==> src/hw/rtl/csc_pkg.sv <==
// Package: shared types, constants and calendar helper functions for the seconds converter
`timescale 1ns / 1ps

package csc_pkg;

    localparam logic [11:0] FIRST_YEAR    = 12'd2000;
    localparam logic [11:0] LAST_YEAR     = 12'd2100;
    // Offset of 2100 from 2000, the only century year in reach that is not a leap year
    localparam logic [7:0]  CENTURY_OFF   = 8'd100;
    localparam logic [16:0] SECS_PER_DAY  = 17'd86400;
    localparam logic [11:0] SECS_PER_HOUR = 12'd3600;
    localparam logic [5:0]  SECS_PER_MIN  = 6'd60;
    localparam logic [8:0]  DAYS_PER_YEAR = 9'd365;

    // Reciprocals for exact floor division over the operand widths used
    localparam logic [25:0] DAY_RECIP  = 26'd50903317; // (t >> 7) / 675, shift 35
    localparam logic [18:0] YEAR_RECIP = 19'd367469;   // (4 * days) / 1461, shift 29
    localparam logic [15:0] MIN_RECIP  = 16'd34953;    // (rem >> 2) / 15, shift 19
    localparam logic [9:0]  HOUR_RECIP = 10'd547;      // (mt >> 2) / 15, shift 13

    typedef enum logic [2:0] {
        ST_OK,
        ST_YEAR,
        ST_MONTH,
        ST_DAY,
        ST_HOUR,
        ST_MINUTE,
        ST_SECOND
    } status_t;

    typedef struct packed {
        logic        mode;
        logic [11:0] year;
        logic [3:0]  month;
        logic [4:0]  day;
        logic [4:0]  hour;
        logic [5:0]  minute;
        logic [5:0]  second;
        logic [31:0] seconds;
    } in_item_t;

    typedef struct packed {
        logic        mode;
        status_t     status;
        logic [7:0]  yoff;
        logic [8:0]  doy;
        logic [16:0] hms;
        logic [15:0] days;
        logic [16:0] t_low;
    } s1_t;

    typedef struct packed {
        logic        mode;
        status_t     status;
        logic [15:0] days;
        logic [16:0] hms;
        logic [16:0] rem;
        logic [7:0]  est;
    } s2_t;

    typedef struct packed {
        logic        mode;
        status_t     status;
        logic [31:0] secs;
        logic [7:0]  yoff;
        logic [8:0]  doy;
        logic [10:0] mt;
        logic [16:0] rem;
    } s3_t;

    typedef struct packed {
        status_t     status;
        logic [11:0] year;
        logic [3:0]  month;
        logic [4:0]  day;
        logic [4:0]  hour;
        logic [5:0]  minute;
        logic [5:0]  second;
        logic [31:0] seconds;
    } out_item_t;

    // Leap test for years 2000..2199 given as offset from 2000
    function automatic logic is_leap(input logic [7:0] yoff);
        return (yoff[1:0] == 2'b00) && (yoff != CENTURY_OFF);
    endfunction

    function automatic logic [4:0] month_len(input logic leap, input logic [3:0] idx);
        logic [4:0] len;
        unique case (idx)
            4'd0, 4'd2, 4'd4, 4'd6, 4'd7, 4'd9, 4'd11: len = 5'd31;
            4'd3, 4'd5, 4'd8, 4'd10:                    len = 5'd30;
            4'd1:    len = leap ? 5'd29 : 5'd28;
            default: len = 5'd0;
        endcase
        return len;
    endfunction

    // Days of the year before the first of month idx (0 = January)
    function automatic logic [8:0] month_start(input logic leap, input logic [3:0] idx);
        logic [8:0] base;
        unique case (idx)
            4'd0:    base = 9'd0;
            4'd1:    base = 9'd31;
            4'd2:    base = 9'd59;
            4'd3:    base = 9'd90;
            4'd4:    base = 9'd120;
            4'd5:    base = 9'd151;
            4'd6:    base = 9'd181;
            4'd7:    base = 9'd212;
            4'd8:    base = 9'd243;
            4'd9:    base = 9'd273;
            4'd10:   base = 9'd304;
            4'd11:   base = 9'd334;
            default: base = 9'd0;
        endcase
        if (leap && (idx >= 4'd2)) begin
            base = base + 9'd1;
        end
        return base;
    endfunction

    // Days from 2000-01-01 to January 1 of year 2000 + yoff
    function automatic logic [15:0] days_before(input logic [7:0] yoff);
        logic [15:0] base;
        logic [8:0]  q;
        q    = {1'b0, yoff} + 9'd3;
        base = {8'd0, yoff} * {7'd0, DAYS_PER_YEAR};
        base = base + {9'd0, q[8:2]};
        if (yoff > CENTURY_OFF) begin
            base = base - 16'd1;
        end
        return base;
    endfunction

endpackage

==> src/hw/rtl/calendar_seconds_converter.sv <==
// Top level: calendar date/time to and from seconds since 2000-01-01, four-stage pipeline
`timescale 1ns / 1ps

// Channel   Direction  Handshake          Payload
// s_        in         s_valid / s_ready  s_mode, s_in_year .. s_in_second, s_in_seconds
// m_        out        m_valid / m_ready  m_status, m_out_year .. m_out_second, m_out_seconds
//
// Each transfer passes every stage register to m_, one per cycle while m_ready is high.
// The depth is set by the seconds path: a reciprocal multiply for the day count,
// then one for the year estimate, then the minute and hour splits, one per stage.
// Reset (aresetn low at a clock edge) clears the stage valid bits only.
// A stalled stage holds its item; empty stages upstream keep filling, so
// s_ready drops only once every stage holds an item.

module calendar_seconds_converter
    import csc_pkg::*;
(
    input  logic        aclk,
    input  logic        aresetn,

    input  logic        s_valid,
    output logic        s_ready,
    input  logic        s_mode,
    input  logic [11:0] s_in_year,
    input  logic [3:0]  s_in_month,
    input  logic [4:0]  s_in_day,
    input  logic [4:0]  s_in_hour,
    input  logic [5:0]  s_in_minute,
    input  logic [5:0]  s_in_second,
    input  logic [31:0] s_in_seconds,

    output logic        m_valid,
    input  logic        m_ready,
    output logic [2:0]  m_status,
    output logic [11:0] m_out_year,
    output logic [3:0]  m_out_month,
    output logic [4:0]  m_out_day,
    output logic [4:0]  m_out_hour,
    output logic [5:0]  m_out_minute,
    output logic [5:0]  m_out_second,
    output logic [31:0] m_out_seconds
);

    in_item_t  in_item;
    s1_t       s1_data;
    s2_t       s2_data;
    s3_t       s3_data;
    out_item_t out_item;
    logic      s1_valid, s1_ready;
    logic      s2_valid, s2_ready;
    logic      s3_valid, s3_ready;

    // Gather the input transfer into one bundle
    assign in_item.mode    = s_mode;
    assign in_item.year    = s_in_year;
    assign in_item.month   = s_in_month;
    assign in_item.day     = s_in_day;
    assign in_item.hour    = s_in_hour;
    assign in_item.minute  = s_in_minute;
    assign in_item.second  = s_in_second;
    assign in_item.seconds = s_in_seconds;

    // Stage 1: validate date fields, or split seconds into whole days
    csc_check_split u_check_split (
        .aclk      (aclk),
        .aresetn   (aresetn),
        .in_valid  (s_valid),
        .in_ready  (s_ready),
        .in_data   (in_item),
        .out_valid (s1_valid),
        .out_ready (s1_ready),
        .out_data  (s1_data)
    );

    // Stage 2: total days since 2000, or remainder seconds and year estimate
    csc_day_count u_day_count (
        .aclk      (aclk),
        .aresetn   (aresetn),
        .in_valid  (s1_valid),
        .in_ready  (s1_ready),
        .in_data   (s1_data),
        .out_valid (s2_valid),
        .out_ready (s2_ready),
        .out_data  (s2_data)
    );

    // Stage 3: seconds total, or settle the year and count minutes of the day
    csc_year_find u_year_find (
        .aclk      (aclk),
        .aresetn   (aresetn),
        .in_valid  (s2_valid),
        .in_ready  (s2_ready),
        .in_data   (s2_data),
        .out_valid (s3_valid),
        .out_ready (s3_ready),
        .out_data  (s3_data)
    );

    // Stage 4: month and day, hour/minute/second, result register
    csc_assemble u_assemble (
        .aclk      (aclk),
        .aresetn   (aresetn),
        .in_valid  (s3_valid),
        .in_ready  (s3_ready),
        .in_data   (s3_data),
        .out_valid (m_valid),
        .out_ready (m_ready),
        .out_data  (out_item)
    );

    assign m_status      = out_item.status;
    assign m_out_year    = out_item.year;
    assign m_out_month   = out_item.month;
    assign m_out_day     = out_item.day;
    assign m_out_hour    = out_item.hour;
    assign m_out_minute  = out_item.minute;
    assign m_out_second  = out_item.second;
    assign m_out_seconds = out_item.seconds;

    // A failed check never carries a seconds count
    assert property (@(posedge aclk) disable iff (!aresetn)
        m_valid && (m_status != ST_OK) |-> (m_out_seconds == 32'd0))
        else $error("seconds count on a failed result");

    // Date results and seconds results are never mixed
    assert property (@(posedge aclk) disable iff (!aresetn)
        m_valid && (m_out_seconds != 32'd0) |-> (m_out_year == 12'd0))
        else $error("date fields set on a seconds result");

    // A computed date lies in a real month and starts at day one
    assert property (@(posedge aclk) disable iff (!aresetn)
        m_valid && (m_out_year != 12'd0) |->
            (m_out_month >= 4'd1) && (m_out_month <= 4'd12) && (m_out_day >= 5'd1)
            && (m_out_year >= FIRST_YEAR))
        else $error("computed date out of shape");

    // The time split stays within a day
    assert property (@(posedge aclk) disable iff (!aresetn)
        m_valid && (m_out_year != 12'd0) |->
            (m_out_hour <= 5'd23) && (m_out_minute <= 6'd59) && (m_out_second <= 6'd59))
        else $error("computed time out of range");

endmodule

==> src/hw/rtl/csc_check_split.sv <==
// Stage 1: field checks and day-of-year for dates, day split of a seconds count
`timescale 1ns / 1ps

module csc_check_split
    import csc_pkg::*;
(
    input  logic     aclk,
    input  logic     aresetn,
    input  logic     in_valid,
    output logic     in_ready,
    input  in_item_t in_data,
    output logic     out_valid,
    input  logic     out_ready,
    output s1_t      out_data
);

    logic        valid_reg;
    s1_t         data_reg;
    s1_t         data_next;
    logic [11:0] yoff_full;
    logic        leap;
    logic [3:0]  midx;
    logic [50:0] day_prod;
    status_t     status;

    assign in_ready  = !valid_reg || out_ready;
    assign out_valid = valid_reg;
    assign out_data  = data_reg;

    always_comb begin
        yoff_full = in_data.year - FIRST_YEAR;
        leap      = is_leap(yoff_full[7:0]);
        midx      = in_data.month - 4'd1;

        // First failing check wins
        if ((in_data.year < FIRST_YEAR) || (in_data.year > LAST_YEAR)) begin
            status = ST_YEAR;
        end else if ((in_data.month < 4'd1) || (in_data.month > 4'd12)) begin
            status = ST_MONTH;
        end else if ((in_data.day < 5'd1) || (in_data.day > month_len(leap, midx))) begin
            status = ST_DAY;
        end else if (in_data.hour > 5'd23) begin
            status = ST_HOUR;
        end else if (in_data.minute > 6'd59) begin
            status = ST_MINUTE;
        end else if (in_data.second > 6'd59) begin
            status = ST_SECOND;
        end else begin
            status = ST_OK;
        end

        day_prod = 51'(in_data.seconds[31:7]) * 51'(DAY_RECIP);

        data_next.mode   = in_data.mode;
        data_next.status = in_data.mode ? ST_OK : status;
        data_next.yoff   = yoff_full[7:0];
        data_next.doy    = month_start(leap, midx) + {4'd0, in_data.day} - 9'd1;
        data_next.hms    = {11'd0, in_data.second}
                         + ({11'd0, in_data.minute} * {11'd0, SECS_PER_MIN})
                         + ({12'd0, in_data.hour} * {5'd0, SECS_PER_HOUR});
        data_next.days   = day_prod[50:35];
        data_next.t_low  = in_data.seconds[16:0];
    end

    always_ff @(posedge aclk) begin
        if (!aresetn) begin
            valid_reg <= 1'b0;
        end else if (in_ready) begin
            valid_reg <= in_valid;
        end
    end

    always_ff @(posedge aclk) begin
        if (in_valid && in_ready) begin
            data_reg <= data_next;
        end
    end

endmodule

==> src/hw/rtl/csc_day_count.sv <==
// Stage 2: total day count for dates, remainder and year estimate for seconds
`timescale 1ns / 1ps

module csc_day_count
    import csc_pkg::*;
(
    input  logic aclk,
    input  logic aresetn,
    input  logic in_valid,
    output logic in_ready,
    input  s1_t  in_data,
    output logic out_valid,
    input  logic out_ready,
    output s2_t  out_data
);

    logic        valid_reg;
    s2_t         data_reg;
    s2_t         data_next;
    logic [32:0] day_secs;
    logic [34:0] est_prod;
    logic [15:0] total;

    assign in_ready  = !valid_reg || out_ready;
    assign out_valid = valid_reg;
    assign out_data  = data_reg;

    always_comb begin
        total    = days_before(in_data.yoff) + {7'd0, in_data.doy};
        day_secs = 33'(in_data.days) * 33'(SECS_PER_DAY);
        // Estimate on the plain four-year cycle; may run one year low past 2100
        est_prod = 35'(in_data.days) * 35'(YEAR_RECIP);

        data_next.mode   = in_data.mode;
        data_next.status = in_data.status;
        data_next.days   = in_data.mode ? in_data.days : total;
        data_next.hms    = in_data.hms;
        data_next.rem    = in_data.t_low - day_secs[16:0];
        data_next.est    = est_prod[34:27];
    end

    always_ff @(posedge aclk) begin
        if (!aresetn) begin
            valid_reg <= 1'b0;
        end else if (in_ready) begin
            valid_reg <= in_valid;
        end
    end

    always_ff @(posedge aclk) begin
        if (in_valid && in_ready) begin
            data_reg <= data_next;
        end
    end

endmodule

==> src/hw/rtl/csc_year_find.sv <==
// Stage 3: seconds total for dates, year fix-up and minute count for seconds
`timescale 1ns / 1ps

module csc_year_find
    import csc_pkg::*;
(
    input  logic aclk,
    input  logic aresetn,
    input  logic in_valid,
    output logic in_ready,
    input  s2_t  in_data,
    output logic out_valid,
    input  logic out_ready,
    output s3_t  out_data
);

    logic        valid_reg;
    s3_t         data_reg;
    s3_t         data_next;
    logic [32:0] sec_prod;
    logic [15:0] db;
    logic [8:0]  diff;
    logic [8:0]  year_days;
    logic [7:0]  next_yoff;
    logic [30:0] mt_prod;

    assign in_ready  = !valid_reg || out_ready;
    assign out_valid = valid_reg;
    assign out_data  = data_reg;

    always_comb begin
        sec_prod  = 33'(in_data.days) * 33'(SECS_PER_DAY);
        db        = days_before(in_data.est);
        diff      = 9'(in_data.days - db);
        year_days = DAYS_PER_YEAR + {8'd0, is_leap(in_data.est)};
        next_yoff = in_data.est + 8'd1;
        mt_prod   = 31'(in_data.rem[16:2]) * 31'(MIN_RECIP);

        data_next.mode   = in_data.mode;
        data_next.status = in_data.status;
        if (!in_data.mode && (in_data.status == ST_OK)) begin
            data_next.secs = sec_prod[31:0] + {15'd0, in_data.hms};
        end else begin
            data_next.secs = 32'd0;
        end
        // Advance one year when the estimate falls short
        if (diff >= year_days) begin
            data_next.yoff = next_yoff;
            data_next.doy  = diff - year_days;
        end else begin
            data_next.yoff = in_data.est;
            data_next.doy  = diff;
        end
        data_next.mt  = mt_prod[29:19];
        data_next.rem = in_data.rem;
    end

    always_ff @(posedge aclk) begin
        if (!aresetn) begin
            valid_reg <= 1'b0;
        end else if (in_ready) begin
            valid_reg <= in_valid;
        end
    end

    always_ff @(posedge aclk) begin
        if (in_valid && in_ready) begin
            data_reg <= data_next;
        end
    end

endmodule

==> src/hw/rtl/csc_assemble.sv <==
// Stage 4: month search, hour/minute/second split and result register
`timescale 1ns / 1ps

module csc_assemble
    import csc_pkg::*;
(
    input  logic      aclk,
    input  logic      aresetn,
    input  logic      in_valid,
    output logic      in_ready,
    input  s3_t       in_data,
    output logic      out_valid,
    input  logic      out_ready,
    output out_item_t out_data
);

    logic        valid_reg;
    out_item_t   data_reg;
    out_item_t   data_next;
    logic        leap;
    logic [3:0]  midx;
    logic [8:0]  dom;
    logic [18:0] hr_prod;
    logic [4:0]  hour;
    logic [10:0] min_full;
    logic [16:0] sec_full;

    assign in_ready  = !valid_reg || out_ready;
    assign out_valid = valid_reg;
    assign out_data  = data_reg;

    always_comb begin
        leap = is_leap(in_data.yoff);
        midx = 4'd0;
        for (int k = 1; k < 12; k++) begin
            if (in_data.doy >= month_start(leap, 4'(k))) begin
                midx = midx + 4'd1;
            end
        end
        dom      = in_data.doy - month_start(leap, midx) + 9'd1;
        hr_prod  = 19'(in_data.mt[10:2]) * 19'(HOUR_RECIP);
        hour     = hr_prod[17:13];
        min_full = in_data.mt - ({6'd0, hour} * {5'd0, SECS_PER_MIN});
        sec_full = in_data.rem - ({6'd0, in_data.mt} * {11'd0, SECS_PER_MIN});

        if (in_data.mode) begin
            data_next.status  = (in_data.yoff > CENTURY_OFF) ? ST_YEAR : ST_OK;
            data_next.year    = FIRST_YEAR + {4'd0, in_data.yoff};
            data_next.month   = midx + 4'd1;
            data_next.day     = dom[4:0];
            data_next.hour    = hour;
            data_next.minute  = min_full[5:0];
            data_next.second  = sec_full[5:0];
            data_next.seconds = 32'd0;
        end else begin
            data_next.status  = in_data.status;
            data_next.year    = 12'd0;
            data_next.month   = 4'd0;
            data_next.day     = 5'd0;
            data_next.hour    = 5'd0;
            data_next.minute  = 6'd0;
            data_next.second  = 6'd0;
            data_next.seconds = in_data.secs;
        end
    end

    always_ff @(posedge aclk) begin
        if (!aresetn) begin
            valid_reg <= 1'b0;
        end else if (in_ready) begin
            valid_reg <= in_valid;
        end
    end

    always_ff @(posedge aclk) begin
        if (in_valid && in_ready) begin
            data_reg <= data_next;
        end
    end

endmodule

==> config.mk <==
export PLATFORM = sky130hd
export DESIGN_NAME = calendar_seconds_converter
export DESIGN_NICKNAME = d
export VERILOG_FILES = /design/src/hw/rtl/csc_pkg.sv /design/src/hw/rtl/calendar_seconds_converter.sv /design/src/hw/rtl/csc_check_split.sv /design/src/hw/rtl/csc_day_count.sv /design/src/hw/rtl/csc_year_find.sv /design/src/hw/rtl/csc_assemble.sv
export SDC_FILE = /design/constraint.sdc
export NUM_CORES = 2
export LEC_CHECK = 0
export ABC_AREA = 1
export BUFFER_PORTS_ARGS = -buffer_cell sky130_fd_sc_hd__buf_4
export CAP_MARGIN = 20
export CORE_AREA = 3 3 264 266
export DETAILED_ROUTE_END_ITERATION = 10
export DIE_AREA = 0 0 267 269
export PLACE_DENSITY = 0.77
export SLEW_MARGIN = 0
export SYNTH_ARGS = -nofsm -noshare
export SYNTH_HDL_FRONTEND = slang
export SYNTH_SLANG_ARGS = --single-unit
export TNS_END_PERCENT = 1
==> constraint.sdc <==
create_clock -name aclk -period 10.8 [get_ports aclk]
set_input_delay 0.54 -clock aclk [delete_from_list [all_inputs] [get_ports aclk]]
set_output_delay 0.54 -clock aclk [all_outputs]
set_load 0.01 [all_outputs]
## After elaboration in Yosys (flattened, before gate mapping)

Memories as Yosys holds them, arrays and structs flattened.
Cells that the tools add are included.
Widths: inputs -> output; s select.

| cells by class | value |
|---|---|
| $add $sub $neg | 37 |
| equal/unequal tests | 14 |
| $lt $le $gt $ge | 26 |
| muxes and demuxes | 39 |
| multipliers | 12 |
| reduce and logical (&&, ||, !) cells | 31 |

Operator list:

| kind | count |
|---|---|
| $mux 73 | 1 |
| $mul 25x26->51 const B | 1 |
| $add 4x1->4 const B | 11 |
| $mux 4 | 11 |
| $ge 9x8->1 | 4 |
| $ge 9x9->1 | 4 |
| $mul 16x19->35 const B | 1 |
| $add 32x17->32 | 1 |
| $mux 16 | 2 |
| $mul 15x16->30 const B | 1 |
| $mul 16x10->25 const B | 1 |
| $gt 8x7->1 const B | 3 |
| $ne 8x7->1 const B | 3 |
| $add 8x2->9 const B | 2 |
| $ge 9x7->1 | 2 |
| $mul 9x10->18 const B | 1 |
| $mux 9 | 2 |
| $sub 9x1->9 const B | 2 |
| $sub 9x9->9 | 2 |
| $add 17x17->17 | 1 |
| $mux 17 | 1 |
| $sub 17x17->17 | 1 |
| $add 16x7->16 | 1 |
| $add 16x9->16 | 1 |
| other kinds (49) | 99 |

| word-level totals | value |
|---|---|
| bits in read-only memories | 288 |
| memories | 2 |
| register bits after elaboration | 280 |
| output and inout port bits | 75 |
| input bits | 75 |

Memory list:

| name | words | bits a word | rd ports | clocked after memory_dff | wr ports | RTL line | text |
|---|---|---|---|---|---|---|---|
| (name not given) | 16 | 9 | 1 | 0 | 0 | csc_pkg.sv:101 | `unique case (idx)` |
| (name not given) | 16 | 9 | 1 | 0 | 0 | csc_pkg.sv:101 |  |

## Longest topological paths before layout

| depth | value |
|---|---|
| depth after elaboration | 29 |
| gate-level depth with buffers | 68 |
| mapped depth without buffers | 68 |

## Hierarchy

From an unflattened synthesis, not the netlist that was laid out.

| second synthesis, totals | value |
|---|---|
| cell total of the unflattened synthesis | 5,299 |
| area, all modules | 44,985.6 sq um |

Modules (own cells, without submodules):

| module | sequential area each (sq um) | area each (sq um) | times used | cells an instance |
|---|---|---|---|---|
| csc_check_split | 2,152.1 | 15,952.8 | 1 | 1,813 |
| csc_day_count | 1,881.8 | 11,389.7 | 1 | 1,290 |
| csc_year_find | 2,452.4 | 11,223.3 | 1 | 1,403 |
| csc_assemble | 2,182.1 | 6,419.9 | 1 | 793 |

## Worst setup path after synthesis

No wires, ideal clock.

| path | value |
|---|---|
| kind | reg-to-reg |
| start point | reg u_year_find.data_reg, in the netlist u_year_find.out_data[41] |
| end point | reg u_assemble.data_reg, in the netlist u_assemble.out_data[53], data pin |
| path slack | 1,832 ps |
| stages on the path, launching flop included | 65 |
| arrival | 8,719 ps |
| data required time | 10,551 ps |
| path through | edfxtp_1 > inv_1 > ha_1 > nand2_1 > nor2_1 > nand3_1 > nand2_1 > ha_1 > inv_1 > nor2_1 > nand4_1 > nand3_1 > a31oi_1 > inv_1 > ha_1 > inv_1 > nand4_1 > and2_1 > [... 29 more ...] > nand2_1 > o21ai_2 > inv_1 > ha_1 > nand3_1 > xnor2_1 > ha_1 > ha_1 > a21oi_1 > o21bai_1 > xor2_1 > inv_1 > nand3_1 > nand2_1 > inv_1 > nand2_1 > nand2_1 > nor2_2 |

| between the ends | value |
|---|---|
| word-level cells in the longest chain between the ends | 28 |

Ends and longest elaborated chain:

| item | RTL line | text |
|---|---|---|
| start, declared | csc_year_find.sv:18 | `s3_t data_reg;` |
| start signal, assigned | csc_year_find.sv:68 | `data_reg <= data_next;` |
| $ne 8x7->1 * | csc_pkg.sv:84 | `return (yoff[1:0] == 2'b00) && (yoff != CENTURY_OFF);` |
| $logic_and 1x1->1 * | csc_pkg.sv:84 |  |
| $mux 3 | csc_pkg.sv:116 | `if (leap && (idx >= 4'd2)) begin` |
| $ge 9x6->1 | csc_assemble.sv:36 | `if (in_data.doy >= month_start(leap, 4'(k))) begin` |
| $mux 4 | csc_assemble.sv:36 |  |
| $add 4x1->4 | csc_assemble.sv:37 | `midx = midx + 4'd1;` |
| $mux 4 | csc_assemble.sv:36 |  |
| $add 4x1->4 | csc_assemble.sv:37 |  |
| [... 12 more ...] | - |  |
| $mux 4 | csc_assemble.sv:36 |  |
| $add 4x1->4 | csc_assemble.sv:37 |  |
| $mux 4 | csc_assemble.sv:36 |  |
| $mem_v2 16x9 or $ge 4x2->1 (tied branches) | - |  |
| $add 5x1->5 or $logic_and 1x1->1 (tied branches) | csc_pkg.sv:117, csc_pkg.sv:116 |  |
| $mux 5 * | csc_pkg.sv:116 |  |
| $sub 5x5->5 * | csc_assemble.sv:40 | `dom = in_data.doy - month_start(leap, midx) + 9'd1;` |
| $add 5x1->5 * | csc_assemble.sv:40 |  |
| end signal, assigned | csc_assemble.sv:77 | `data_reg <= data_next;` |
| end, declared | csc_assemble.sv:18 | `out_item_t data_reg;` |

Mark *: on every way between the ends. The rest lies on a longest branch, timed or not.
A chain may end at the register's enable or synchronous reset.

## Worst setup path in the final report

Ends and elaborated chain as after synthesis.

==> run metrics <==
status completed; gr ovfl total 0; Final HPWL DP 72700 um; final critical-path required period 9760 ps; slowest stage delay, CP 380 ps; Mapped Cells 4280; height of the die 269 um; CTS tree built; Synth Register Bits 279; H-tree depth 1; P&R area growth vs syn 7.95%; footprint of the multi-input gates 27900 um^2; CP Class reg2reg; core area 67300 um^2; Hold Crit Start s_in_seconds[0]; Worst EP required 11150 ps; startpoint types register; number of global-route vias before repair 29710; Max Root-Sink Buffers 3; post-synthesis sequential area ratio 20.7%; site row count 95; Residual DRC 0; ratio of cells with drive above 1 in the final layout 7.08%; Hold Buf Count CTS 0; Slew HR 29.6%; synthesized area 40400 um^2; Tightest Pin Transition 1050 ps; first-pass GRT wire length 143000 um; r2r startpoint u_year_find.out_data[41]$_DFFE_PP_; top post-synthesis cells by area ha_1 27%, edfxtp_1 20%, fa_1 20%, inv_1 9.9%, nand2_1 3.8%; GPL Wtd Cong 0.959; wirelength, routed 85200 um; top cell type's share of synthesized area 27.0%; worst-skew pair later-pin latency 600 ps; setup_tns 0 ps; Die Width 267 um; CP most frequent cell nand2_1; Initial Util 60.0%; DRT antenna net count 0; Sequential Area 8340 um^2; Avg Cell Area, Syn 9.43 um^2; initial antenna violation count 1; slowest CP cell edfxtp_1; Main synth FF type edfxtp_1; Min-Delay Path Class in2reg; peak fanout along the critical path 8; RSZ-0062 raised after global routing no; Root Buffer clkbuf_16; vias per cell 5.28; nets@finish 5809; Initial DRT Pass Iterations 6; via count 28230; CTS sink count 279; Max-cap violations 0; critical path endpoint category register; Crit. Startpoint u_year_find.out_data[41]$_DFFE_PP_; Post-synth EDFFs 275; pin count of the biggest net entering global routing 63; I/O pins 150; port buffer count 149; Iteration-0 DRC Markers 1452; cts bufs inserted 30; die footprint 71800 um^2; WP data arrival 10110 ps; clk slew on worst S/H paths 80 ps; clk_skew 39.9 ps; final hold vios 0; Final period util 90.4%; async set-reset flop share out of synthesis 0%; routed len/inst 15.9 um; Ys Warns 0; total global-route track usage 24.6%; final setup fails 0; area leader, netlist ha_1; syn_nets 5636; max frequency 102 MHz; library cells used by synthesis 65; Filler Cells Inserted 5434; pins over their slew limit 0
per-stage QoR:
| stage | cell area, um^2 | utilization, % | setup slack, ps | hold WS, ps | cells |
|---|---|---|---|---|---|
| after floorplan | 40400 | - | 1830 | 400 | 4280 |
| after global placement | 42600 | 63.3 | 1130 | 401 | 5293 |
| after detailed placement | 42600 | 63.3 | 786 | 405 | 5293 |
| after CTS | 43600 | 64.7 | 751 | 73.5 | 5349 |
| after global routing | 43600 | 64.8 | 82.4 | 82.6 | 5351 |
| final | 43600 | 64.8 | 1040 | 111 | 5351 |
worst max-delay path: cells and delay by family, from the launching register on:
family / cells / cell delay [ps]
xor gates and xnor gates: 2 / 430
DFF: 1 / 380
buffers and inverters: 10 / 630
and+or+nand+nor: 33 / 3740
AOI/OAI and AO/OA: 4 / 560
adders and majority gates: 15 / 3760
layout make-up:
| type | count | share of cell area, % |
|---|---|---|
| timing repair buffer | 158 | 2.72 |
| sequential | 279 | 19.1 |
| multi-input combinational | 2898 | 64.0 |
| clock inverter | 17 | 0.388 |
| clock buffer | 39 | 1.85 |
| tap | 873 | 2.51 |
| inverter | 1086 | 9.36 |
| antenna | 1 | 0.00574 |
cells in the mapped netlist, drive strengths merged, types with 3 or more instances:
library cell	instances
clkinv	4
nor2	274
edfxtp	275
ha	871
and2	5
dfxtp	4
nor4	11
nor3	31
o211ai	4
nand3	129
nand4	26
inv	1082
or2	15
fa	410
o21ai	123
xor2	157
a41oi	4
a21o	13
buf	6
o221ai	7
a31o	3
o21bai	13
o31ai	11
xnor2	74
o21a	10
nand3b	7
a21oi	212
nand2	449
clkbuf	11
a31oi	11
a211oi	7
layer usage:
layer	track usage, %	vias up	part of all wire [%]
met5	0	-	0
li1	-	14059	-
met1	30.3	13413	42
met4	8.62	0	3.8
met2	45.6	577	51
met3	1.78	181	3.2
layout by cell type, fill, tap and decap left out, types with 19 or more instances in the layout:
| master | synthesis | routed |
|---|---|---|
| o21ai_0 | 117 | 117 |
| ha_1 | 871 | 871 |
| fa_1 | 410 | 410 |
| nor3_1 | 30 | 30 |
| inv_2 | 17 | 19 |
| nand2_2 | 30 | 30 |
| a21oi_1 | 212 | 212 |
| nand3_1 | 109 | 108 |
| edfxtp_1 | 275 | 275 |
| nand4_1 | 25 | 25 |
| nand2_1 | 411 | 410 |
| clkbuf_16 | 0 | 30 |
| xor2_1 | 157 | 157 |
| xnor2_1 | 74 | 74 |
| buf_4 | 1 | 158 |
| inv_1 | 1065 | 1063 |
| nor2_1 | 266 | 264 |
cell families (layout without fill, tap and decap cells):
logic type	count (synthesis)	after routing	share of synthesized area, %
AOI/OAI and AO/OA	432	432	6.06
xor gates and xnor gates	231	231	5.01
adders and majority gates	1281	1281	47.3
buffers and inverters	1103	1300	10.3
DFF	279	279	20.7
muxes	1	1	0.0248
other	0	1	0
and+or+nand+nor	953	953	10.6
what timing repair did:
action / CTS / global route
buffers inserted: 0 / 1
endpoints found under the setup margin: 0 / 1
endpoints found under the hold margin: 0 / 0
resized for setup: 0 / 3
flip-flops by register name, summed over array words and instances (netlist names):
register	cells
u_year_find.out_valid	1
u_day_count.out_valid	1
u_check_split.out_valid	1
u_day_count.out_data	62
u_assemble.out_data	72
u_check_split.out_data	71
u_assemble.out_valid	1
u_year_find.out_data	70
worst paths after layout:
check,endpoint,slack (ps),depth (start not counted)
min,u_check_split.out_data[0]$_DFFE_PP_,110,1
max reg2reg,u_assemble.out_data[53]$_SDFFCE_PN0P_,1040,64
min reg2reg,u_day_count.out_data[28]$_DFFE_PP_,420,0
max,u_assemble.out_data[53]$_SDFFCE_PN0P_,1040,64
Power is not shown: default switching activity piles up to over one toggle a cycle in this logic, so the estimate is an artifact.
